<file path="src/hw/rtl/fehp_pkg.sv">
// shared constants, types and register codes of the fire effect heat propagator
package fehp_pkg;

  // frame geometry
  localparam int MAX_WIDTH  = 512;
  localparam int MAX_HEIGHT = 256;
  localparam int MIN_DIM    = 2;

  localparam int COL_W     = $clog2(MAX_WIDTH);
  localparam int ROW_W     = $clog2(MAX_HEIGHT);
  localparam int ADDR_W    = ROW_W + COL_W;
  localparam int MEM_DEPTH = MAX_HEIGHT * (2 ** COL_W);
  localparam int WCNT_W    = $clog2(MAX_WIDTH + 1);
  localparam int HCNT_W    = $clog2(MAX_HEIGHT + 1);

  // configuration port
  localparam int CFG_IDX_W    = 2;
  localparam int CFG_DATA_W   = 10;
  localparam int CFG_WIDTH_W  = 10;
  localparam int CFG_HEIGHT_W = 9;
  localparam int RESET_WIDTH  = 400;
  localparam int RESET_HEIGHT = 200;

  typedef enum logic [CFG_IDX_W-1:0] {
    REG_ACTIVE_WIDTH  = 2'd0,
    REG_ACTIVE_HEIGHT = 2'd1
  } cfg_reg_e;

  // payload field widths
  localparam int SPARK_W   = 8;
  localparam int DECAY_W   = 2;
  localparam int HEAT_W    = 8;
  localparam int ROW_OUT_W = 8;
  localparam int COL_OUT_W = 9;
  localparam int COLOR_W   = 8;
  localparam int BLUE_W    = 7;
  localparam int ALPHA_W   = 7;
  localparam int SUM_W     = HEAT_W + 2;

  // palette
  localparam int ALPHA_ON   = 70;
  localparam int BLUE_MAX   = 80;
  localparam int RED_MAX    = 255;
  localparam int BLUE_RECIP = 171;  // 171 / 512 gives an exact floor of h / 3 for 8-bit h
  localparam int BLUE_SHIFT = 9;
  localparam int PROD_W     = 16;

  // result queue
  localparam int QUEUE_DEPTH = 4;
  localparam int QPTR_W      = $clog2(QUEUE_DEPTH);
  localparam int QCNT_W      = $clog2(QUEUE_DEPTH + 1);

  typedef enum logic {
    PHASE_SPARK,
    PHASE_PROPAGATE
  } scan_phase_e;

  // one cell on its way through the read-modify-write pipeline
  typedef struct packed {
    logic               spark;
    logic [ROW_W-1:0]   row;
    logic [COL_W-1:0]   col;
    logic               left_ok;
    logic               right_ok;
    logic               below2_ok;
    logic               done;
    logic [SPARK_W-1:0] spark_heat;
    logic [DECAY_W-1:0] decay;
  } cell_job_t;

  typedef struct packed {
    logic                 we;
    logic [ADDR_W-1:0]    addr;
    logic [HEAT_W-1:0]    data;
  } ram_wr_t;

  typedef struct packed {
    logic [ROW_OUT_W-1:0] row;
    logic [COL_OUT_W-1:0] col;
    logic [HEAT_W-1:0]    heat;
    logic                 done;
  } result_t;

endpackage

</file>
<file path="src/hw/rtl/fehp_out_queue.sv">
// result queue with palette lookup on the head entry
module fehp_out_queue (
  input  logic                             clk_i,
  input  logic                             rst_ni,
  input  logic                             push_i,
  input  fehp_pkg::result_t                push_data_i,
  output logic                             out_valid_o,
  input  logic                             out_ready_i,
  output logic [fehp_pkg::ROW_OUT_W-1:0]   cell_row_o,
  output logic [fehp_pkg::COL_OUT_W-1:0]   cell_column_o,
  output logic [fehp_pkg::HEAT_W-1:0]      heat_value_o,
  output logic [fehp_pkg::COLOR_W-1:0]     red_level_o,
  output logic [fehp_pkg::COLOR_W-1:0]     green_level_o,
  output logic [fehp_pkg::BLUE_W-1:0]      blue_level_o,
  output logic [fehp_pkg::ALPHA_W-1:0]     alpha_level_o,
  output logic                             frame_done_o
);

  fehp_pkg::result_t              entry_q [fehp_pkg::QUEUE_DEPTH];
  logic [fehp_pkg::QPTR_W-1:0]    wr_ptr_q;
  logic [fehp_pkg::QPTR_W-1:0]    rd_ptr_q;
  logic [fehp_pkg::QCNT_W-1:0]    count_q;
  fehp_pkg::result_t              head;
  logic                           pop;
  logic [fehp_pkg::PROD_W-1:0]    blue_prod;
  logic [fehp_pkg::BLUE_W-1:0]    blue_raw;

  assign out_valid_o = (count_q != '0);
  assign pop         = out_valid_o && out_ready_i;
  assign head        = entry_q[rd_ptr_q];

  always_ff @(posedge clk_i) begin
    if (push_i) begin
      entry_q[wr_ptr_q] <= push_data_i;
    end
  end

  always_ff @(posedge clk_i or negedge rst_ni) begin
    if (!rst_ni) begin
      wr_ptr_q <= '0;
      rd_ptr_q <= '0;
      count_q  <= '0;
    end else begin
      if (push_i) begin
        wr_ptr_q <= wr_ptr_q + fehp_pkg::QPTR_W'(1);
      end
      if (pop) begin
        rd_ptr_q <= rd_ptr_q + fehp_pkg::QPTR_W'(1);
      end
      case ({push_i, pop})
        2'b10:   count_q <= count_q + fehp_pkg::QCNT_W'(1);
        2'b01:   count_q <= count_q - fehp_pkg::QCNT_W'(1);
        default: count_q <= count_q;
      endcase
    end
  end

  // palette: red saturates at twice the heat, blue is a third of it, capped
  always_comb begin
    blue_prod = fehp_pkg::PROD_W'(head.heat) * fehp_pkg::PROD_W'(fehp_pkg::BLUE_RECIP);
    blue_raw  = blue_prod[fehp_pkg::BLUE_SHIFT +: fehp_pkg::BLUE_W];
    if (head.heat[fehp_pkg::HEAT_W-1]) begin
      red_level_o = fehp_pkg::COLOR_W'(fehp_pkg::RED_MAX);
    end else begin
      red_level_o = {head.heat[fehp_pkg::HEAT_W-2:0], 1'b0};
    end
    if (int'(blue_raw) > fehp_pkg::BLUE_MAX) begin
      blue_level_o = fehp_pkg::BLUE_W'(fehp_pkg::BLUE_MAX);
    end else begin
      blue_level_o = blue_raw;
    end
    alpha_level_o = (head.heat != '0) ? fehp_pkg::ALPHA_W'(fehp_pkg::ALPHA_ON) : '0;
  end

  assign cell_row_o    = head.row;
  assign cell_column_o = head.col;
  assign heat_value_o  = head.heat;
  assign green_level_o = head.heat;
  assign frame_done_o  = head.done;

endmodule

</file>
<file path="config.mk">
export PLATFORM = sky130hd
export DESIGN_NAME = fehp_out_queue
export DESIGN_NICKNAME = d
export VERILOG_FILES = /design/src/hw/rtl/fehp_pkg.sv /design/src/hw/rtl/fehp_out_queue.sv
export SDC_FILE = /design/constraint.sdc
export NUM_CORES = 1
export LEC_CHECK = 0
export BUFFER_PORTS_ARGS = -buffer_cell sky130_fd_sc_hd__clkbuf_2
export CAP_MARGIN = 10
export CORE_UTILIZATION = 42
export CTS_BUF_LIST = sky130_fd_sc_hd__clkbuf_2
export DETAILED_ROUTE_END_ITERATION = 12
export GPL_TIMING_DRIVEN = 0
export PLACE_DENSITY_LB_ADDON = 0.12
export SYNTH_ARGS = -nofsm -noshare
export SYNTH_HDL_FRONTEND = slang
export SYNTH_SLANG_ARGS = --single-unit
</file>
<file path="constraint.sdc">
create_clock -name clk_i -period 5.8 [get_ports clk_i]
set_input_delay 0.29 -clock clk_i [delete_from_list [all_inputs] [get_ports clk_i]]
set_output_delay 0.29 -clock clk_i [all_outputs]
set_load 0.01 [all_outputs]
</file>
* Word level (Yosys, flattened, before mapping) *
Memories as Yosys holds them, arrays and structs flattened.
Cells that the tools add are included.

operators by class
  $add $sub $neg = 4
  $mul = 1
  $lt $le $gt $ge = 1
  equal/unequal tests = 2
  multiplexer cells = 6
  reduce and logical (&&, ||, !) cells = 4

operator list
  kind                    number
  $mul A8 B8 Y16 const B  1
  $mux W7                 2
  $mux W8                 1
  $reduce_bool A8 Y1      1
  $gt A7 B7 Y1 const B    1
  $pmux W3 S2             1
  $add A2 B1 Y2 const B   2
  $add A3 B1 Y3 const B   1
  $reduce_bool A3 Y1      1
  $sub A3 B1 Y3 const B   1
  $eq A2 B1 Y1 const B    1
  $eq A2 B2 Y1 const B    1
  $mux W1                 2
  $reduce_bool A2 Y1      1
  $logic_and A1 B1 Y1     1

storage, ports and cells
  bits in registers = 7
  memory bits (writable) = 104
  output and inout port bits = 57
  memories = 1

memories
  memory   depth  bits a word  read ports  clocked after memory_dff  write ports  RTL line              text
  entry_q  4      26           1           0                         1            fehp_out_queue.sv:19  fehp_pkg::result_t entry_q [fehp_pkg::QUEUE_DEPTH];

* Depth between registers and ports, before layout *
Gate-level depths: netlist (run 1).

  depth in word-level cells = 4
  gate-level depth with buffers = 18
  gate-level depth less buffers = 15

* Worst setup path before layout (run 1) *
Ideal clock, no wire load.

  kind = reg2out
  start = reg rd_ptr_q[0] (netlist name)
  end = out blue_level_o[2] (netlist name)
  arrival time = 5.026 ns
  required time = 5.510 ns
  slack = 0.484 ns
  cell stages (with the launch flop) = 17
  buffers on the path = 1
  path through = dfrtp_1 > buf_6 > mux4_2 > ha_1 > fa_1 > fa_1 > inv_1 > fa_1 > inv_1 > ha_1 > and2_1 > o21ai_0 > nor3b_1 > nand2_1 > o311ai_1 > a21boi_4 > a21oi_1

on the way
  cells in the longest elaborated chain, start to end = 4

ends and longest elaborated chain
  what                         RTL line              text
  start: declaration           fehp_out_queue.sv:21  logic [fehp_pkg::QPTR_W-1:0] rd_ptr_q;
  start signal: assignment     fehp_out_queue.sv:48  rd_ptr_q <= rd_ptr_q + fehp_pkg::QPTR_W'(1);
  $mem_v2 Z4 W26 (*)           -
  net green_level_o (one bit)  fehp_out_queue.sv:13  output logic [fehp_pkg::COLOR_W-1:0] green_level_o,
  $mul A8 B8 Y16 (*)           fehp_out_queue.sv:60  blue_prod = fehp_pkg::PROD_W'(head.heat) * fehp_pkg::PROD_W'(fehp_pkg::BLUE_RECIP);
  $gt A7 B7 Y1                 fehp_out_queue.sv:67  if (int'(blue_raw) > fehp_pkg::BLUE_MAX) begin
  $mux W7 (*)                  fehp_out_queue.sv:67
  end: declaration             fehp_out_queue.sv:14  output logic [fehp_pkg::BLUE_W-1:0] blue_level_o,

Mark *: on every way through the listed nets, which the timed path passes. The rest lies on a longest branch.

* Final worst setup path (run 1) *
  start = reg rd_ptr_q[0] (netlist name)
  end = out blue_level_o[3] (netlist name)

on the way
  cells in the longest elaborated chain, start to end = 4

ends and longest elaborated chain
  what                RTL line
  $mem_v2 Z4 W26 (*)  -
  $mul A8 B8 Y16 (*)  fehp_out_queue.sv:60
  $gt A7 B7 Y1        fehp_out_queue.sv:67
  $mux W7 (*)         fehp_out_queue.sv:67

Every way passes the cells marked *; elsewhere a longest branch is shown, timed or not.

==> results.py, run 1 <==
metrics = {
    "outcome": {
        "status": "complete, no violations",
    },
    "critical_path": {
        "path_class": "reg2out",
        "r2r-end": "count_q[2]",
        "reg2reg_depth": 8,
        "end_kind": "primary output",
        "crit_arrival_ps": 5220,
        "worstPathRequired_ps": 5510,
        "cp_max_fo": 9,
        "r2r-start": "count_q[0]",
        "cp-start-kind": "flip-flop",
        "r2r_slack_ps": 3870,
    },
    "placed_design": {
        "place_congestion": 0.729,
        "hpwl_um": 6980,
        "numPortBuffers": 82,
        "pre_cts_slack_ps": -384,
    },
    "floorplan": {
        "die_width_um": 118,
        "rows": 42,
        "io_pins": 87,
        "start_util_pct": 43.0,
        "die_h_um": 118,
        "core_area_mm2": 0.0132,
        "die-area_mm2": 0.0140,
    },
    "clock_network": {
        "htreeDepth": 3,
        "cts.sinks": 111,
        "cts_buffers": 9,
        "cts_tree": "yes",
        "cts_buffer_depth": 2,
        "clk_latency_ps": 580,
        "clk_pin_slew_ps": 230,
        "clock-root-buffer": "clkbuf_2",
    },
    "global_route": {
        "grt-ovfl-total": 0,
        "grt.total_usage_pct": 15.9,
        "antenna_found_initial": 0,
        "first_global_vias": 3463,
        "grt_max_degree": 27,
        "grt_pass1_wl_um": 16900,
    },
    "timing": {
        "worst-slew-pin-transition_ps": 781,
        "finalSetupTns_ps": 0,
        "fin_ws_ps": 288,
        "hold_violations": 0,
        "whs_ps": 83.4,
        "finalSetupViolations": 0,
        "fin_crit_sh_pct": 95.0,
        "clock_skew_ps": 18.2,
        "maxSlewHeadroom_pct": 48.0,
        "drv_slew": 0,
        "clock.fmax_mhz": 181,
        "fin_crit_ps": 5510,
    },
    "logic_synthesis": {
        "yosysUniqueCellTypes": 42,
        "synth_top_area_cell": "edfxtp_1",
        "ys.warnings.count": 0,
        "synth_common_cells": "edfxtp_1, inv_1, ha_1",
        "yosys_most_used_dff": "edfxtp_1",
        "yosys_register_bits": 111,
        "synth_edf_count": 104,
        "synth_top_area_share_pct": 54.8,
        "syn_inst": 362,
        "yosysMostFrequentCell": "edfxtp_1",
        "synthesis.area_mm2": 0.00570,
        "async_flop_share_pct": 6.31,
        "ys_seq_area_share_pct": 57.9,
        "syn_avg_cell_area_um2": 15.7,
        "synth.area.top_cells": "edfxtp_1, ha_1, mux4_2",
    },
    "hold_path": {
        "min-delay-path-class": "in2reg",
        "min_from": "out_ready_i",
        "hold_end": "rd_ptr_q[0]",
        "holdPathStages": 3,
    },
    "finish": {
        "n_antenna_cell": 0,
        "nets": 593,
        "layout-drive-gt1-share_pct": 34.9,
        "area_delta_synth_final_pct": 21.6,
    },
    "routing": {
        "wl_per_cell_um": 15.3,
        "routed_wirelength_um": 10400,
        "drc": 0,
        "viasPerCell": 4.82,
        "drtPass1Iterations": 4,
        "num_vias": 3282,
        "postRouteAntennaNets": 0,
        "drt_iter0_markers": 177,
    },
    "job": {
        "maxCapViolations": 0,
    },
}
[cells by family after synthesis]
family / after synthesis / synth area share (%)
compound gates: 25 / 3.38
xor+xnor: 12 / 1.98
fa+ha+maj: 63 / 15.5
buf+inv: 76 / 6.17
flops: 111 / 57.9
mux: 28 / 10.8
other cells: 1 / 0.0658
simple gates: 46 / 4.15
[worst max-delay path by stage]
stage,start,endpoint,slack [ps],cells past startpoint
floorplan,rd_ptr_q[0],blue_level_o[2],480,16
global placement,rd_ptr_q[1],blue_level_o[3],-330,17
detailed placement,rd_ptr_q[1],blue_level_o[2],-380,17
CTS,rd_ptr_q[0],blue_level_o[2],10,17
global route,rd_ptr_q[0],blue_level_o[3],-7,18
finish,rd_ptr_q[0],blue_level_o[3],290,18
[cells in the final DEF (no fill, tap or decap), types with 3 or more instances in the layout]
master	synthesis	routed
a21o_1	5	4
a21oi_1	9	8
and2_2	0	3
buf_2	2	3
buf_4	15	29
clkbuf_2	0	94
conb_1	1	4
dfrtp_1	7	7
dlygate4sd3_1	0	29
edfxtp_1	104	104
fa_1	13	13
ha_1	50	47
inv_1	53	51
mux4_2	23	26
nand2_1	11	11
nand3_1	4	4
nor2_1	10	10
xnor2_1	4	4
xor2_1	7	7
[metal layers]
| metal | routed length (um) | vias to the layer above | GRT usage [%] |
|---|---|---|---|
| li1 | - | 1576 | - |
| met1 | 4310 | 1625 | 18.2 |
| met2 | 5490 | 68 | 28.7 |
| met3 | 382 | 13 | 2.61 |
| met4 | 248 | 0 | 7.67 |
| met5 | 0 | - | 0 |
[repair_timing]
item	in CTS	in global routing
hold endpoints to repair	113	0
setup endpoints to repair	7	5
gates resized for setup	14	10
pin swaps	2	9
setup buffers	12	2
hold buffers	29	0
[area by class of cell]
class | instances | area (um^2)
Timing Repair Buffer | 126 | 833
Inverter | 53 | 203
Multi-Input combinational cell | 178 | 2140
Clock inverter | 3 | 12.5
Tap cell | 176 | 220
Sequential cell | 111 | 3300
Buffer | 21 | 156
Clock buffer | 13 | 65.1
Fill cell | 1186 | 6320
[worst max-delay path, stage by stage (launching register included)]
cell and delay (ps):
dfrtp_1 410, buf_8 140, buf_4 120, mux4_2 640
clkinvlp_4 130, buf_4 160, ha_1 250, fa_1 480
inv_1 60, fa_1 520, inv_1 40, ha_1 310
nand3_1 80, a21o_2 260, a31o_2 270, a311oi_4 280
a21boi_4 260, a21oi_1 90, buf_2 150
[flip-flops by register name (all words and copies together), names as in the netlist]
name	cells
wr_ptr_q	2
count_q	3
rd_ptr_q	2
entry_q	104
[metrics by stage]
step	util [%]	area [um^2]	instances
2_1_floorplan	-	5710	365
3_3_place_gp	47.9	6340	623
3_5_place_dp	48.1	6370	624
4_1_cts	52.0	6890	681
5_1_grt	52.3	6930	681
6_report	52.3	6930	681
Power of run 1 is left out: the tool's default activity adds up to more than one toggle a clock period on the data nets, which glitch-free logic cannot reach.
==> inputs of run 2 (changes only) <==
CORE_MARGIN = 1.5   (was unset)
==> run 2 against run 1 <==
Effect of this change:
- flip-flop and latch count is the same
- final cell count shrank 0.15%
- routed wire length shrank 3.0%
- critical path depth shrank 2
- cell area grew 0.60%
- die area grew 1.7%
- clock skew grew 13 ps
- global-route usage shrank 0.68 points
- non-clock buffer count shrank 1
- hold slack lost 27 ps
- core utilization grew 0.31 points
- first-iteration DRC count shrank 29%
==> results.py, run 2 (synthesis results as in run 1) <==
metrics = {
    "floorplan": {
        "rows": 42,
        "start_util_pct": 43.0,
        "io_pins": 87,
        "die_h_um": 119,
        "core_area_mm2": 0.0132,
        "die_width_um": 119,
        "die-area_mm2": 0.0143,
    },
    "hold_path": {
        "min-delay-path-class": "in2async",
    },
    "critical_path": {
        "r2r-start": "count_q[0]",
        "worstPathRequired_ps": 5510,
        "cp_num_buf_inv": 4,
        "crit_arrival_ps": 5250,
        "cp-start-kind": "flip-flop",
        "r2r-end": "count_q[2]",
        "slowest_delay_ps": 560,
        "cp_slowest_cell": "mux4_2",
        "cp_max_fo": 7,
        "path_class": "reg2out",
        "reg2reg_depth": 8,
        "cp_cell_sequence": "buf_8, mux4_2, ha_4, fa_1, fa_1, inv_1, fa_1, inv_1, ha_4, nand3_1, a21o_2, a31o_2, a311oi_4, a21boi_4, a21oi_2, clkbuf_2",
        "r2r_slack_ps": 3840,
        "end_kind": "primary output",
        "crit_top_cell": "fa_1",
        "cp_top_family": "adder cells",
    },
    "finish": {
        "regMostFlops": "entry_q",
        "most-common-layout-cells": "edfxtp_1, clkbuf_2, inv_1",
        "fin_cells": 680,
        "layout-drive-gt1-share_pct": 34.7,
        "area_delta_synth_final_pct": 22.3,
        "final_common_cell": "edfxtp_1",
        "largest_reg_flops": 104,
        "nets": 592,
        "n_antenna_cell": 0,
        "reg.largest.list": "entry_q x104, count_q x3",
    },
    "clock_network": {
        "cts.sinks": 111,
        "clock-root-buffer": "clkbuf_2",
        "clk_pin_slew_ps": 270,
        "cts_tree": "yes",
        "clk_latency_ps": 540,
        "htreeDepth": 3,
        "cts_buffer_depth": 2,
        "cts_buffers": 9,
    },
    "timing": {
        "clock.fmax_mhz": 181,
        "finalSetupTns_ps": 0,
        "maxSlewHeadroom_pct": 47.1,
        "worst-slew-pin-transition_ps": 794,
        "fin_crit_sh_pct": 95.5,
        "drv_slew": 0,
        "whs_ps": 56.5,
        "finalSetupViolations": 0,
        "hold_violations": 0,
        "fin_crit_ps": 5540,
        "clock_skew_ps": 31.5,
    },
    "placed_design": {
        "hpwl_um": 6940,
        "numPortBuffers": 82,
        "place_congestion": 0.751,
        "placed_cells": 624,
    },
    "global_route": {
        "grt_pass1_wl_um": 16700,
        "grt_max_degree": 27,
        "antenna_found_initial": 0,
        "grt-ovfl-total": 0,
        "grt.total_usage_pct": 15.2,
        "first_global_vias": 3416,
    },
    "routing": {
        "wl_per_cell_um": 14.9,
        "drtPass1Iterations": 4,
        "drc": 0,
        "drt_iter0_markers": 125,
        "postRouteAntennaNets": 0,
        "num_vias": 3270,
        "viasPerCell": 4.81,
        "routed_wirelength_um": 10100,
    },
    "outcome": {
        "status": "complete, no violations",
    },
    "job": {
        "maxCapViolations": 0,
    },
}
-- run 2: worst max-delay path by stage --
stage	from	end	slack [ps]	cells past startpoint
after floorplan	rd_ptr_q[0]	blue_level_o[2]	480	16
after global placement	rd_ptr_q[1]	blue_level_o[3]	-310	17
after detailed placement	rd_ptr_q[1]	blue_level_o[3]	-400	17
after CTS	rd_ptr_q[0]	blue_level_o[2]	2	17
after global routing	rd_ptr_q[0]	blue_level_o[2]	-20	16
final	rd_ptr_q[0]	blue_level_o[2]	260	16
-- run 2: final cells by class --
type | instances | area (um^2)
Buffer | 21 | 156
Inverter | 53 | 203
Multi-Input combinational cell | 178 | 2140
Timing Repair Buffer | 125 | 836
Fill cell | 1145 | 6270
Clock buffer | 10 | 50.0
Clock inverter | 6 | 61.3
Sequential cell | 111 | 3300
Tap cell | 176 | 220
-- run 2: what timing repair did --
item | CTS | global route
hold buffers | 28 | 0
pin swaps | 2 | 4
buffers inserted | 10 | 4
resized for setup | 16 | 5
setup endpoints to repair | 7 | 5
endpoints found under the hold margin | 113 | 0
-- run 2: stage by stage --
stage	cell area, um^2	worst slack, ps	util (%)
global route	6970	-15.1	52.6
global placement	6340	-315	47.9
finish	6970	262	52.6
floorplan	5710	484	-
CTS	6910	2.07	52.2
detailed placement	6370	-400	48.1
-- run 2: per-layer routing --
layer	global-route usage (%)	wire, um
met5	0	0
met4	5.21	57
met3	2.06	378
met2	27.9	5400
met1	18.3	4280
Power of run 2 is left out for the same reason.
