## src/hw/rtl/fehp_pkg.sv

```systemverilog
// shared constants, types and register codes of the fire effect heat propagator
package fehp_pkg;

  // frame geometry
  localparam int MAX_WIDTH  = 512;
  localparam int MAX_HEIGHT = 256;
  localparam int MIN_DIM    = 2;

  localparam int COL_W     = $clog2(MAX_WIDTH);
  localparam int ROW_W     = $clog2(MAX_HEIGHT);
  localparam int ADDR_W    = ROW_W + COL_W;
  localparam int MEM_DEPTH = MAX_HEIGHT * (2 ** COL_W);
  localparam int WCNT_W    = $clog2(MAX_WIDTH + 1);
  localparam int HCNT_W    = $clog2(MAX_HEIGHT + 1);

  // configuration port
  localparam int CFG_IDX_W    = 2;
  localparam int CFG_DATA_W   = 10;
  localparam int CFG_WIDTH_W  = 10;
  localparam int CFG_HEIGHT_W = 9;
  localparam int RESET_WIDTH  = 400;
  localparam int RESET_HEIGHT = 200;

  typedef enum logic [CFG_IDX_W-1:0] {
    REG_ACTIVE_WIDTH  = 2'd0,
    REG_ACTIVE_HEIGHT = 2'd1
  } cfg_reg_e;

  // payload field widths
  localparam int SPARK_W   = 8;
  localparam int DECAY_W   = 2;
  localparam int HEAT_W    = 8;
  localparam int ROW_OUT_W = 8;
  localparam int COL_OUT_W = 9;
  localparam int COLOR_W   = 8;
  localparam int BLUE_W    = 7;
  localparam int ALPHA_W   = 7;
  localparam int SUM_W     = HEAT_W + 2;

  // palette
  localparam int ALPHA_ON   = 70;
  localparam int BLUE_MAX   = 80;
  localparam int RED_MAX    = 255;
  localparam int BLUE_RECIP = 171;  // 171 / 512 gives an exact floor of h / 3 for 8-bit h
  localparam int BLUE_SHIFT = 9;
  localparam int PROD_W     = 16;

  // result queue
  localparam int QUEUE_DEPTH = 4;
  localparam int QPTR_W      = $clog2(QUEUE_DEPTH);
  localparam int QCNT_W      = $clog2(QUEUE_DEPTH + 1);

  typedef enum logic {
    PHASE_SPARK,
    PHASE_PROPAGATE
  } scan_phase_e;

  // one cell on its way through the read-modify-write pipeline
  typedef struct packed {
    logic               spark;
    logic [ROW_W-1:0]   row;
    logic [COL_W-1:0]   col;
    logic               left_ok;
    logic               right_ok;
    logic               below2_ok;
    logic               done;
    logic [SPARK_W-1:0] spark_heat;
    logic [DECAY_W-1:0] decay;
  } cell_job_t;

  typedef struct packed {
    logic                 we;
    logic [ADDR_W-1:0]    addr;
    logic [HEAT_W-1:0]    data;
  } ram_wr_t;

  typedef struct packed {
    logic [ROW_OUT_W-1:0] row;
    logic [COL_OUT_W-1:0] col;
    logic [HEAT_W-1:0]    heat;
    logic                 done;
  } result_t;

endpackage

```

## src/hw/rtl/fehp_scan_ctrl.sv

```systemverilog
// scan sequencer: configuration, frame position, admission credits and clearing sweep
module fehp_scan_ctrl (
  input  logic                              clk_i,
  input  logic                              rst_ni,
  input  logic                              cfg_we_i,
  input  logic [fehp_pkg::CFG_IDX_W-1:0]    cfg_index_i,
  input  logic [fehp_pkg::CFG_DATA_W-1:0]   cfg_wdata_i,
  input  logic                              in_valid_i,
  output logic                              in_ready_o,
  input  logic [fehp_pkg::SPARK_W-1:0]      spark_heat_i,
  input  logic [fehp_pkg::DECAY_W-1:0]      decay_amount_i,
  input  logic                              pipe_busy_i,
  input  logic                              pop_i,
  output logic                              accept_o,
  output fehp_pkg::cell_job_t               job_o,
  output logic                              clr_busy_o,
  output logic [fehp_pkg::ADDR_W-1:0]       clr_addr_o
);

  logic [fehp_pkg::CFG_WIDTH_W-1:0]  cfg_width_q;
  logic [fehp_pkg::CFG_HEIGHT_W-1:0] cfg_height_q;
  fehp_pkg::scan_phase_e             phase_q, phase_d;
  logic [fehp_pkg::COL_W-1:0]        col_q, col_d;
  logic [fehp_pkg::ROW_W-1:0]        row_q, row_d;
  logic [fehp_pkg::QCNT_W-1:0]       inflight_q, inflight_d;
  logic                              clr_busy_q;
  logic [fehp_pkg::ADDR_W-1:0]       clr_addr_q;

  logic [fehp_pkg::WCNT_W-1:0] eff_w;
  logic [fehp_pkg::HCNT_W-1:0] eff_h;
  logic [fehp_pkg::COL_W-1:0]  col_g;
  logic [fehp_pkg::ROW_W-1:0]  row_g;
  logic                        last_col;
  logic                        last_row;
  logic                        cfg_hit;

  // saturate the size registers to the frame limits
  always_comb begin
    eff_w = fehp_pkg::WCNT_W'(cfg_width_q);
    if (int'(cfg_width_q) < fehp_pkg::MIN_DIM) begin
      eff_w = fehp_pkg::WCNT_W'(fehp_pkg::MIN_DIM);
    end else if (int'(cfg_width_q) > fehp_pkg::MAX_WIDTH) begin
      eff_w = fehp_pkg::WCNT_W'(fehp_pkg::MAX_WIDTH);
    end
    eff_h = fehp_pkg::HCNT_W'(cfg_height_q);
    if (int'(cfg_height_q) < fehp_pkg::MIN_DIM) begin
      eff_h = fehp_pkg::HCNT_W'(fehp_pkg::MIN_DIM);
    end else if (int'(cfg_height_q) > fehp_pkg::MAX_HEIGHT) begin
      eff_h = fehp_pkg::HCNT_W'(fehp_pkg::MAX_HEIGHT);
    end
  end

  assign cfg_hit = cfg_we_i && (cfg_index_i == fehp_pkg::REG_ACTIVE_WIDTH ||
                                cfg_index_i == fehp_pkg::REG_ACTIVE_HEIGHT);

  assign in_ready_o = !clr_busy_q && !pipe_busy_i &&
                      (inflight_q < fehp_pkg::QCNT_W'(fehp_pkg::QUEUE_DEPTH));
  assign accept_o   = in_valid_i && in_ready_o;

  // position of the current cell and its edge flags
  always_comb begin
    col_g    = (int'(col_q) >= int'(eff_w)) ? '0 : col_q;
    row_g    = (int'(row_q) + 2 > int'(eff_h)) ? '0 : row_q;
    last_col = (int'(col_g) + 1 >= int'(eff_w));
    last_row = (int'(row_g) + 2 >= int'(eff_h));

    job_o.spark      = (phase_q == fehp_pkg::PHASE_SPARK);
    job_o.row        = job_o.spark ? fehp_pkg::ROW_W'(eff_h - fehp_pkg::HCNT_W'(1)) : row_g;
    job_o.col        = col_g;
    job_o.left_ok    = (col_g != '0);
    job_o.right_ok   = !last_col;
    job_o.below2_ok  = !last_row;
    job_o.done       = !job_o.spark && last_col && last_row;
    job_o.spark_heat = spark_heat_i;
    job_o.decay      = decay_amount_i;
  end

  // next scan position
  always_comb begin
    phase_d = phase_q;
    col_d   = col_q;
    row_d   = row_q;
    if (cfg_hit) begin
      phase_d = fehp_pkg::PHASE_SPARK;
      col_d   = '0;
      row_d   = '0;
    end else if (accept_o) begin
      case (phase_q)
        fehp_pkg::PHASE_SPARK: begin
          if (last_col) begin
            col_d   = '0;
            row_d   = '0;
            phase_d = fehp_pkg::PHASE_PROPAGATE;
          end else begin
            col_d = col_g + fehp_pkg::COL_W'(1);
          end
        end
        fehp_pkg::PHASE_PROPAGATE: begin
          if (last_col) begin
            col_d = '0;
            if (last_row) begin
              row_d   = '0;
              phase_d = fehp_pkg::PHASE_SPARK;
            end else begin
              row_d = row_g + fehp_pkg::ROW_W'(1);
            end
          end else begin
            col_d = col_g + fehp_pkg::COL_W'(1);
            row_d = row_g;
          end
        end
        default: begin
          phase_d = fehp_pkg::PHASE_SPARK;
        end
      endcase
    end
  end

  always_comb begin
    case ({accept_o, pop_i})
      2'b10:   inflight_d = inflight_q + fehp_pkg::QCNT_W'(1);
      2'b01:   inflight_d = inflight_q - fehp_pkg::QCNT_W'(1);
      default: inflight_d = inflight_q;
    endcase
  end

  always_ff @(posedge clk_i or negedge rst_ni) begin
    if (!rst_ni) begin
      cfg_width_q  <= fehp_pkg::CFG_WIDTH_W'(fehp_pkg::RESET_WIDTH);
      cfg_height_q <= fehp_pkg::CFG_HEIGHT_W'(fehp_pkg::RESET_HEIGHT);
      phase_q      <= fehp_pkg::PHASE_SPARK;
      col_q        <= '0;
      row_q        <= '0;
      inflight_q   <= '0;
      clr_busy_q   <= 1'b1;
      clr_addr_q   <= '0;
    end else begin
      if (cfg_we_i) begin
        case (cfg_index_i)
          fehp_pkg::REG_ACTIVE_WIDTH:  cfg_width_q  <= cfg_wdata_i[fehp_pkg::CFG_WIDTH_W-1:0];
          fehp_pkg::REG_ACTIVE_HEIGHT: cfg_height_q <= cfg_wdata_i[fehp_pkg::CFG_HEIGHT_W-1:0];
          default: ;
        endcase
      end
      phase_q    <= phase_d;
      col_q      <= col_d;
      row_q      <= row_d;
      inflight_q <= inflight_d;
      if (clr_busy_q) begin
        clr_addr_q <= clr_addr_q + fehp_pkg::ADDR_W'(1);
        if (clr_addr_q == fehp_pkg::ADDR_W'(fehp_pkg::MEM_DEPTH - 1)) begin
          clr_busy_q <= 1'b0;
        end
      end
    end
  end

  assign clr_busy_o = clr_busy_q;
  assign clr_addr_o = clr_addr_q;

endmodule

```

## config.mk

```make
export PLATFORM = sky130hd
export DESIGN_NAME = fehp_scan_ctrl
export DESIGN_NICKNAME = d
export VERILOG_FILES = /design/src/hw/rtl/fehp_pkg.sv /design/src/hw/rtl/fehp_scan_ctrl.sv
export SDC_FILE = /design/constraint.sdc
export NUM_CORES = 1
export LEC_CHECK = 0
export BUFFER_PORTS_ARGS = -buffer_cell sky130_fd_sc_hd__buf_2
export CORE_MARGIN = 2
export CORE_UTILIZATION = 40
export DETAILED_ROUTE_END_ITERATION = 10
export GPL_ROUTABILITY_DRIVEN = 0
export PLACE_DENSITY = 0.65
export SYNTH_ARGS = -nofsm -noshare
export SYNTH_HDL_FRONTEND = slang
export SYNTH_SLANG_ARGS = --single-unit
```

## constraint.sdc

```tcl
create_clock -name clk_i -period 7.2 [get_ports clk_i]
set_input_delay 2.16 -clock clk_i [delete_from_list [all_inputs] [get_ports clk_i]]
set_output_delay 2.16 -clock clk_i [all_outputs]
set_load 0.05 [all_outputs]
```

* Word level (Yosys, flattened, before mapping) *
Cells that the tools add are included.

word-level totals
  memory bits (read-only) = 0
  bits in latches = 0
  memories kept = 0
  register bits after elaboration = 58
  bits in writable memories = 0
  word-level logic and storage cells = 75
  output and inout port bits = 52
  input port bits = 28

cells by class
  shifts and indexed selects = 0
  multiplexer cells = 25
  eq/ne operators = 5
  order comparisons = 9
  div/mod/pow operators = 0
  reductions and logical operators = 18
  multipliers = 0
  add/subtract/negate cells = 9
  bitwise gates (word level) = 1

operators with widths
  kind                   number
  $mux 8                 7
  $mux 9                 6
  $mux 10                2
  $add 8x2->9 const B    2
  $add 17x1->17 const B  1
  $eq 17x17->1 const B   1
  $pmux 8 s2             1
  $add 9x1->10 const B   1
  $ge 10x10->1           1
  $ge 9x10->1            1
  $gt 10x10->1 const B   1
  $lt 10x2->1 const B    1
  $add 9x1->9 const B    1
  $ge 9x9->1             1
  $gt 9x9->1             1
  $gt 9x9->1 const B     1
  $lt 9x2->1 const B     1
  $reduce_bool 9->1      1
  $add 8x1->8 const B    1
  $sub 8x1->8 const B    1
  $mux 1                 7
  $logic_and 1x1->1      6
  $pmux 3 s2             1
  $reduce_and 2->1       3
  12 further kinds       17

* Depth between registers and ports, before layout *
Gate-level depths: netlist (run 1).

  word-level depth = 12
  depth in mapped cells = 26
  depth with buffers taken out = 25

* Worst setup path before layout (run 1) *
No wires, ideal clock.

  path kind = reg2out
  from = register cfg_width_q[2] (netlist bit)
  to = output job_o[10] (netlist bit)
  cell stages (with the launch flop) = 23
  path buffers = 1
  arrival = 6.000 ns
  path slack = -0.960 ns
  data required time = 5.040 ns
  cell sequence = dfrtp_1 or4_1 or4_4 o31ai_4 nand2_1 ha_1 a211oi_1 a21oi_1 a21oi_1 buf_2 and2_1 ha_1 and3_1 and3_1 xor2_1 and2_1 ha_1 and2_1 nand4_1 a21oi_1 o22a_4 inv_6 nor3_1

RTL lines
  what                      line                   RTL
  start: declaration        fehp_scan_ctrl.sv:20   logic [fehp_pkg::CFG_WIDTH_W-1:0] cfg_width_q;
  start signal: assignment  fehp_scan_ctrl.sv:129  cfg_width_q <= fehp_pkg::CFG_WIDTH_W'(fehp_pkg::RESET_WIDTH);
  start signal: assignment  fehp_scan_ctrl.sv:140  fehp_pkg::REG_ACTIVE_WIDTH: cfg_width_q <= cfg_wdata_i[fehp_pkg::CFG_WIDTH_W-1:0];
  end: declaration          fehp_scan_ctrl.sv:15   output fehp_pkg::cell_job_t job_o,

==> results of run 1 <==
-- timing repair --
item / 4_1_cts / 5_1_grt
resized for setup: 11 / 15
pin swaps: 6 / 5
buffers inserted: 7 / 7
setup endpoints to repair: 2 / 3
-- power breakdown --
part	switching (uW)	leakage, uW	internal, uW
Sequential	40.9	0.000752	365
Combinational	324	0.00165	185
Clock	128	0.000134	274
-- layout by cell type (no fill, tap or decap), drive strengths merged, types with 7 or more instances in the layout --
cell     n
clkbuf  12
buf     80
ha      46
and2    20
xnor2   21
nand2   45
nand3   18
nor3    12
o21ai   20
dfstp    7
a31oi   14
xor2    14
dfrtp   51
inv     22
nor2    11
nand4   10
and3    16
a21oi   17
mux2    19
-- worst max-delay path, stage by stage, from the launching register on --
cell      delay, ps
dfrtp_1         390
or4_1           510
or4_4           460
o31ai_4         250
nand2_1         150
ha_1            310
o21ai_2         150
nor2_1           80
a21oi_2         210
and2_4          200
ha_4            130
and3_4          210
and3_4          200
xor2_1           60
and2_1          160
ha_1            270
and2_4          150
nand4_1         120
a21oi_2         150
o22a_4          190
clkinv_8         70
nor3_4          130
buf_6           180
-- layer usage --
metal  track usage (%)  up-vias  part of all wire [%]
met3              4.12       17                   5.4
li1                  -     1765                     -
met1              24.9     1783                    43
met4              6.23        0                   2.1
met5                 0        -                     0
met2              30.9       99                    49
-- registers in the layout, indices dropped and copies added, names as in the netlist --
name / flops
cfg_width_q: 10
clr_addr_o: 17
inflight_q: 3
col_q: 9
phase_q: 1
clr_busy_o: 1
row_q: 8
cfg_height_q: 9
-- kinds of logic (layout without fill, tap and decap cells) --
| logic type | count (synthesis) | count (layout) | synth area share (%) |
|---|---|---|---|
| AOI/OAI and AO/OA | 90 | 90 | 16.0 |
| xor gates and xnor gates | 35 | 35 | 6.94 |
| adders and majority gates | 47 | 47 | 13.5 |
| buffers and inverters | 48 | 121 | 5.38 |
| DFF | 58 | 58 | 33.0 |
| muxes | 19 | 19 | 4.84 |
| and+or+nand+nor | 157 | 157 | 20.3 |
-- worst max path at each step --
stage                              start         to  slack (ps)  cells after the start
after global routing      cfg_width_q[2]  job_o[10]        -210                     23
after floorplan           cfg_width_q[2]  job_o[10]          20                     24
after CTS                 cfg_width_q[2]  job_o[10]          -8                     22
after detailed placement  cfg_width_q[2]  job_o[10]          60                     22
after global placement    cfg_width_q[2]  job_o[10]         260                     22
final                     cfg_width_q[2]  job_o[10]         -30                     22
-- metrics by stage --
stage / power [uW] / setup WS [ps] / util [%] / cells
after floorplan: 762 / 22.4 / - / 454
after global placement: 856 / 255 / 44.9 / 637
after detailed placement: 868 / 59.7 / 44.9 / 637
after CTS: 1300 / -8.26 / 48.3 / 660
after global routing: 1390 / -210 / 49.4 / 667
final: 1320 / -32.3 / 49.4 / 667
-- cell type report --
cell class	count	area [um2]
clock inverters	5	125
inverters	24	106
fillers	967	5470
well taps	140	175
repair buffers	81	484
multi-input cells	348	2840
flip-flops and latches	58	1460
clock buffers	11	141
==> results.json, run 1 <==
{
  "core-area_mm2": 0.0108,
  "hold_viol_final": 0,
  "timing.setup.tns_ps": -32.3,
  "finClkSkew_ps": 8.49,
  "max_slew.worst_pin.slew_ps": 840,
  "cts_sinks": 58,
  "rsz0062_at_grt": "yes",
  "vdd_drop_max_v": 0.000162,
  "r2r_slack_ps": 1880,
  "crit_path_end_kind": "primary output",
  "setup_slack_ps": -32.3,
  "grt_pass1_wl_mm": 17.7,
  "synthMostInstantiatedCell": "dfrtp_1",
  "violations": "setup timing",
  "max_cap_violations": 0,
  "drive_gt1_share_pct": 31.9,
  "synthesis.area_mm2": 0.00442,
  "drt_iter0_markers": 208,
  "synth_area_per_cell_um2": 9.73,
  "numCtsBuffers": 9,
  "yosysSeqAreaShare_pct": 33.0,
  "vias_per_cell": 5.49,
  "post-route-drc-count": 0,
  "yosys.area.top_type_share_pct": 28.9,
  "yosysUniqueCellTypes": 69,
  "rows": 38,
  "cts_root_buf": "clkbuf_8",
  "grt_max_degree": 59,
  "path_max_fanout": 5,
  "yosys_warnings": 0,
  "status": "complete, but fails checks",
  "hpwlAfterDp_mm": 8.19,
  "yosys.area.top_type": "dfrtp_1",
  "wl_per_cell_um": 16.1,
  "stdcell_area_mm2": 0.00533,
  "p_leak_uw": 0.00254,
  "start_kind": "flop",
  "initial_utilization_pct": 40.9,
  "dr.pass1.iters": 4,
  "ys.flop_type": "dfrtp_1",
  "finalCriticalPeriod_ps": 7230,
  "cellPowerDensity_mw_per_mm2": 247,
  "finalCritPeriodShare_pct": 100,
  "slew_headroom_pct": 43.8,
  "setup_viol": 1,
  "hold_end": "inflight_q[0]",
  "ctsHoldBuffers": 0,
  "maxSlewViolCount": 0,
  "worstSkewPairLatency_ps": 340,
  "die_w_um": 109,
  "rr_worst_depth": 24,
  "antenna_found_initial": 0,
  "clk_pin_slew_ps": 70,
  "first_global_vias": 3560,
  "r2r_end": "row_q[3]",
  "cts_tree": "built",
  "path_class": "flop to primary output",
  "synth_area_leaders": "dfrtp_1 (29%), ha_1 (13%), mux2_2 (4.8%)",
  "cts.path.max_buffers": 2,
  "grt_overflow": 0,
  "die-area_mm2": 0.0119,
  "htreeDepth": 3,
  "synth_edf_count": 0,
  "min_delay_path_depth": 1,
  "synth_commonest_cells": "dfrtp_1 (51), ha_1 (46), nand2_1 (44), inv_1 (22), xnor2_1 (21)",
  "min_from": "inflight_q[0]",
  "arrival_ps": 5070,
  "ant_nets": 0,
  "groute.usage.overall_pct": 18.9,
  "n_antenna_cell": 0,
  "hold_class": "flop to flop",
  "synth_seq_cells": 58,
  "holdWs_ps": 477,
  "vias": 3664,
  "synthCells": 454,
  "io_pins": 80,
  "r2r-start": "cfg_width_q[2]",
  "syn-num-nets": 529,
  "required_ps": 5040,
  "numPortBuffers": 59,
  "async_flop_share_pct": 100,
  "fmax_mhz": 138,
  "drt_wl_total_mm": 10.7,
  "area_growth_pct": 20.6,
  "fp.dieH_um": 109,
  "final_nets": 597,
  "placed_area_mm2": 0.00485
}
Power figures use the tool's default switching activity.
==> inputs of run 2 (changes only) <==
--- a/config.mk
+++ b/config.mk
@@ -10,7 +10,7 @@
 export CORE_UTILIZATION = 40
 export DETAILED_ROUTE_END_ITERATION = 10
 export GPL_ROUTABILITY_DRIVEN = 0
-export PLACE_DENSITY = 0.65
+export PLACE_DENSITY = 0.68
 export SYNTH_ARGS = -nofsm -noshare
 export SYNTH_HDL_FRONTEND = slang
 export SYNTH_SLANG_ARGS = --single-unit
==> constraint.sdc (replaced) <==
create_clock -name clk_i -period 6.35 [get_ports clk_i]
set_input_delay 1.905 -clock clk_i [delete_from_list [all_inputs] [get_ports clk_i]]
set_output_delay 1.905 -clock clk_i [all_outputs]
set_load 0.05 [all_outputs]
==> run 2 against run 1 <==
Compared with the run above:
- the flow still finishes with violations (setup timing)
- non-clock buffer count rose by 36
- die area did not move
- setup slack got worse by 600 ps
- sequential cell count did not move
- clock skew rose by 1.8 ps
- register-to-register slack got worse by 860 ps
- via count rose by 5.3%
- wire length rose by 5.4%
- power rose by 8.3%
- critical path depth rose by 1
- largest power group unchanged
- highest routed layer unchanged
==> results.json, run 2 (synthesis results as in run 1) <==
{
  "place_ws_ps": -420,
  "groute.usage.overall_pct": 20.5,
  "ctsHoldBuffers": 0,
  "post-route-drc-count": 0,
  "cts_sinks": 58,
  "power.switching_uw": 612,
  "crit_top_cell": "a21oi_2",
  "critPathBufInv": 3,
  "n_antenna_cell": 0,
  "final_common_cell": "buf_4",
  "path_max_fanout": 5,
  "grt_pass1_wl_mm": 19.2,
  "finalCritPeriodShare_pct": 110,
  "regArea_mm2": 0.00146,
  "numCtsBuffers": 9,
  "r2r_slack_ps": 1020,
  "maxSlewViolCount": 0,
  "cts_tree": "built",
  "vias_per_cell": 5.49,
  "rows": 38,
  "finalCriticalPeriod_ps": 6980,
  "vias": 3857,
  "violations": "setup timing",
  "antenna_found_initial": 0,
  "cp_slowest_stage_delay_ps": 510,
  "sw_frac_of_total_pct": 42.9,
  "hold_viol_final": 0,
  "routed.top_layer": "met4",
  "multiInputGateArea_mm2": 0.00288,
  "p_total_uw": 1430,
  "final_nets": 633,
  "clk_pin_slew_ps": 80,
  "path_class": "flop to primary output",
  "htreeDepth": 3,
  "p_comb_share_pct": 45.5,
  "grt_max_degree": 59,
  "grt_overflow": 0,
  "dr.pass1.iters": 4,
  "die-area_mm2": 0.0119,
  "drt_iter0_markers": 202,
  "cp_top_family": "simple AND/OR/NAND/NOR gates",
  "power.clock.fraction_pct": 22.5,
  "met3WireLength_um": 413,
  "vdd_drop_max_v": 0.000187,
  "drt_wl_total_mm": 11.3,
  "critPathSlowestCell": "or4_1",
  "fp.dieH_um": 109,
  "finClkSkew_ps": 10.3,
  "numPortBuffers": 59,
  "hold_class": "flop to flop",
  "p_leak_uw": 0.00267,
  "wl_per_cell_um": 16.1,
  "crit_chain": "or4_1 > or4_4 > o31ai_4 > buf_4 > nand2_4 > ha_4 > a211oi_2 > a21oi_2 > a21oi_2 > and2_4 > ha_4 > and3_4 > and3_4 > xor2_1 > and2_1 > ha_1 > and2_4 > nand4_1 > a21oi_2 > o22a_4 > inv_8 > nor3_4 > buf_6",
  "required_ps": 4450,
  "first_global_vias": 3901,
  "start_kind": "flop",
  "fmax_mhz": 143,
  "crit_path_end_kind": "primary output",
  "slew_headroom_pct": 35.3,
  "cts.path.max_buffers": 2,
  "max_slew.worst_pin.slew_ps": 966,
  "drive_gt1_share_pct": 37.7,
  "mostFrequentLayoutCells": "buf_4 (57), buf_2 (56), dfrtp_1 (49)",
  "largest_register_ffs": 17,
  "max_cap_violations": 0,
  "met2_length_mm": 5.83,
  "status": "complete, but fails checks",
  "setup_viol": 2,
  "area_growth_pct": 25.8,
  "core-area_mm2": 0.0108,
  "worstSkewPairLatency_ps": 350,
  "stdcell_area_mm2": 0.00556,
  "share_seq_of_total_power_pct": 32.0,
  "internal_power_uw": 815,
  "io_pins": 80,
  "ant_nets": 0,
  "placed_area_mm2": 0.00504,
  "hpwlAfterDp_mm": 8.17,
  "die_w_um": 109,
  "fillers": 963,
  "setup_slack_ps": -631,
  "initial_utilization_pct": 40.9,
  "cts_root_buf": "clkbuf_8",
  "rsz0062_at_grt": "yes",
  "met1_length_mm": 4.93,
  "arrival_ps": 5080,
  "cellPowerDensity_mw_per_mm2": 256
}
-- run 2: cell count changes in the layout (fill, tap and decap cells not counted), sizes merged --
cell / delta
clkbuf: -3
inv: +3
buf: +37
bufinv: -4
clkinvlp: +3
-- run 2: timing repair --
| action | in CTS | in global routing |
|---|---|---|
| pin swaps | 5 | 9 |
| gates resized for setup | 19 | 14 |
| endpoints found under the setup margin | 3 | 3 |
| buffers inserted | 22 | 7 |
| gates cloned | 0 | 0 |
-- run 2: layout make-up --
class	count	area share [%]
clock inverter	7	0.967
tap	140	3.15
inverter	24	1.82
sequential	58	26.3
timing repair buffer	117	13.7
multi-input combinational	348	51.8
clock buffer	9	2.23
-- run 2: metrics by stage --
stage / instances / util [%] / TNS (ps) / hold WS (ps)
global route: 703 / 51.5 / -1530 / 526
floorplan: 454 / - / -708 / 446
detailed placement: 660 / 46.7 / -666 / 464
finish: 703 / 51.5 / -1240 / 473
global placement: 660 / 46.7 / -378 / 462
CTS: 697 / 50.6 / -1160 / 478
-- run 2: per-layer routing --
layer	vias to the layer above	track usage (%)
met4	0	5.59
met5	-	0
met2	91	36.0
li1	1836	-
met1	1916	25.9
met3	14	3.65
-- run 2: power by group through the flow --
stage / combinational, uW / sequential [uW] / clock, uW
floorplan: 418 / 452 / 0
global placement: 553 / 458 / 0
detailed placement: 565 / 461 / 0
CTS: 622 / 456 / 326
global route: 706 / 462 / 342
finish: 649 / 457 / 320
-- run 2: path summary, 6_finish.rpt --
path / startpoint / end / depth (start not counted)
min in group asynchronous: rst_ni / row_q[7] / 2
min: inflight_q[0] / inflight_q[0] / 1
max in group asynchronous: rst_ni / col_q[5] / 2
min reg2reg: inflight_q[0] / inflight_q[0] / 1
max: cfg_width_q[2] / job_o[10] / 23
max reg2reg: cfg_width_q[2] / row_q[0] / 25
-- run 2: worst reg2reg max path, stage by stage (launching register included) --
cell	delay [ps]
dfrtp_1	390
or4_1	510
or4_4	460
o31ai_4	240
buf_4	170
nand2_4	60
ha_4	220
a211oi_2	200
a21oi_2	80
a21oi_2	210
and2_4	200
ha_4	130
and3_4	220
and3_4	200
xor2_1	60
and2_1	160
ha_1	280
and2_4	150
nand4_1	110
a21oi_2	160
o22a_4	190
inv_8	40
buf_4	130
o2111ai_4	300
o21ai_1	130
a32o_1	220
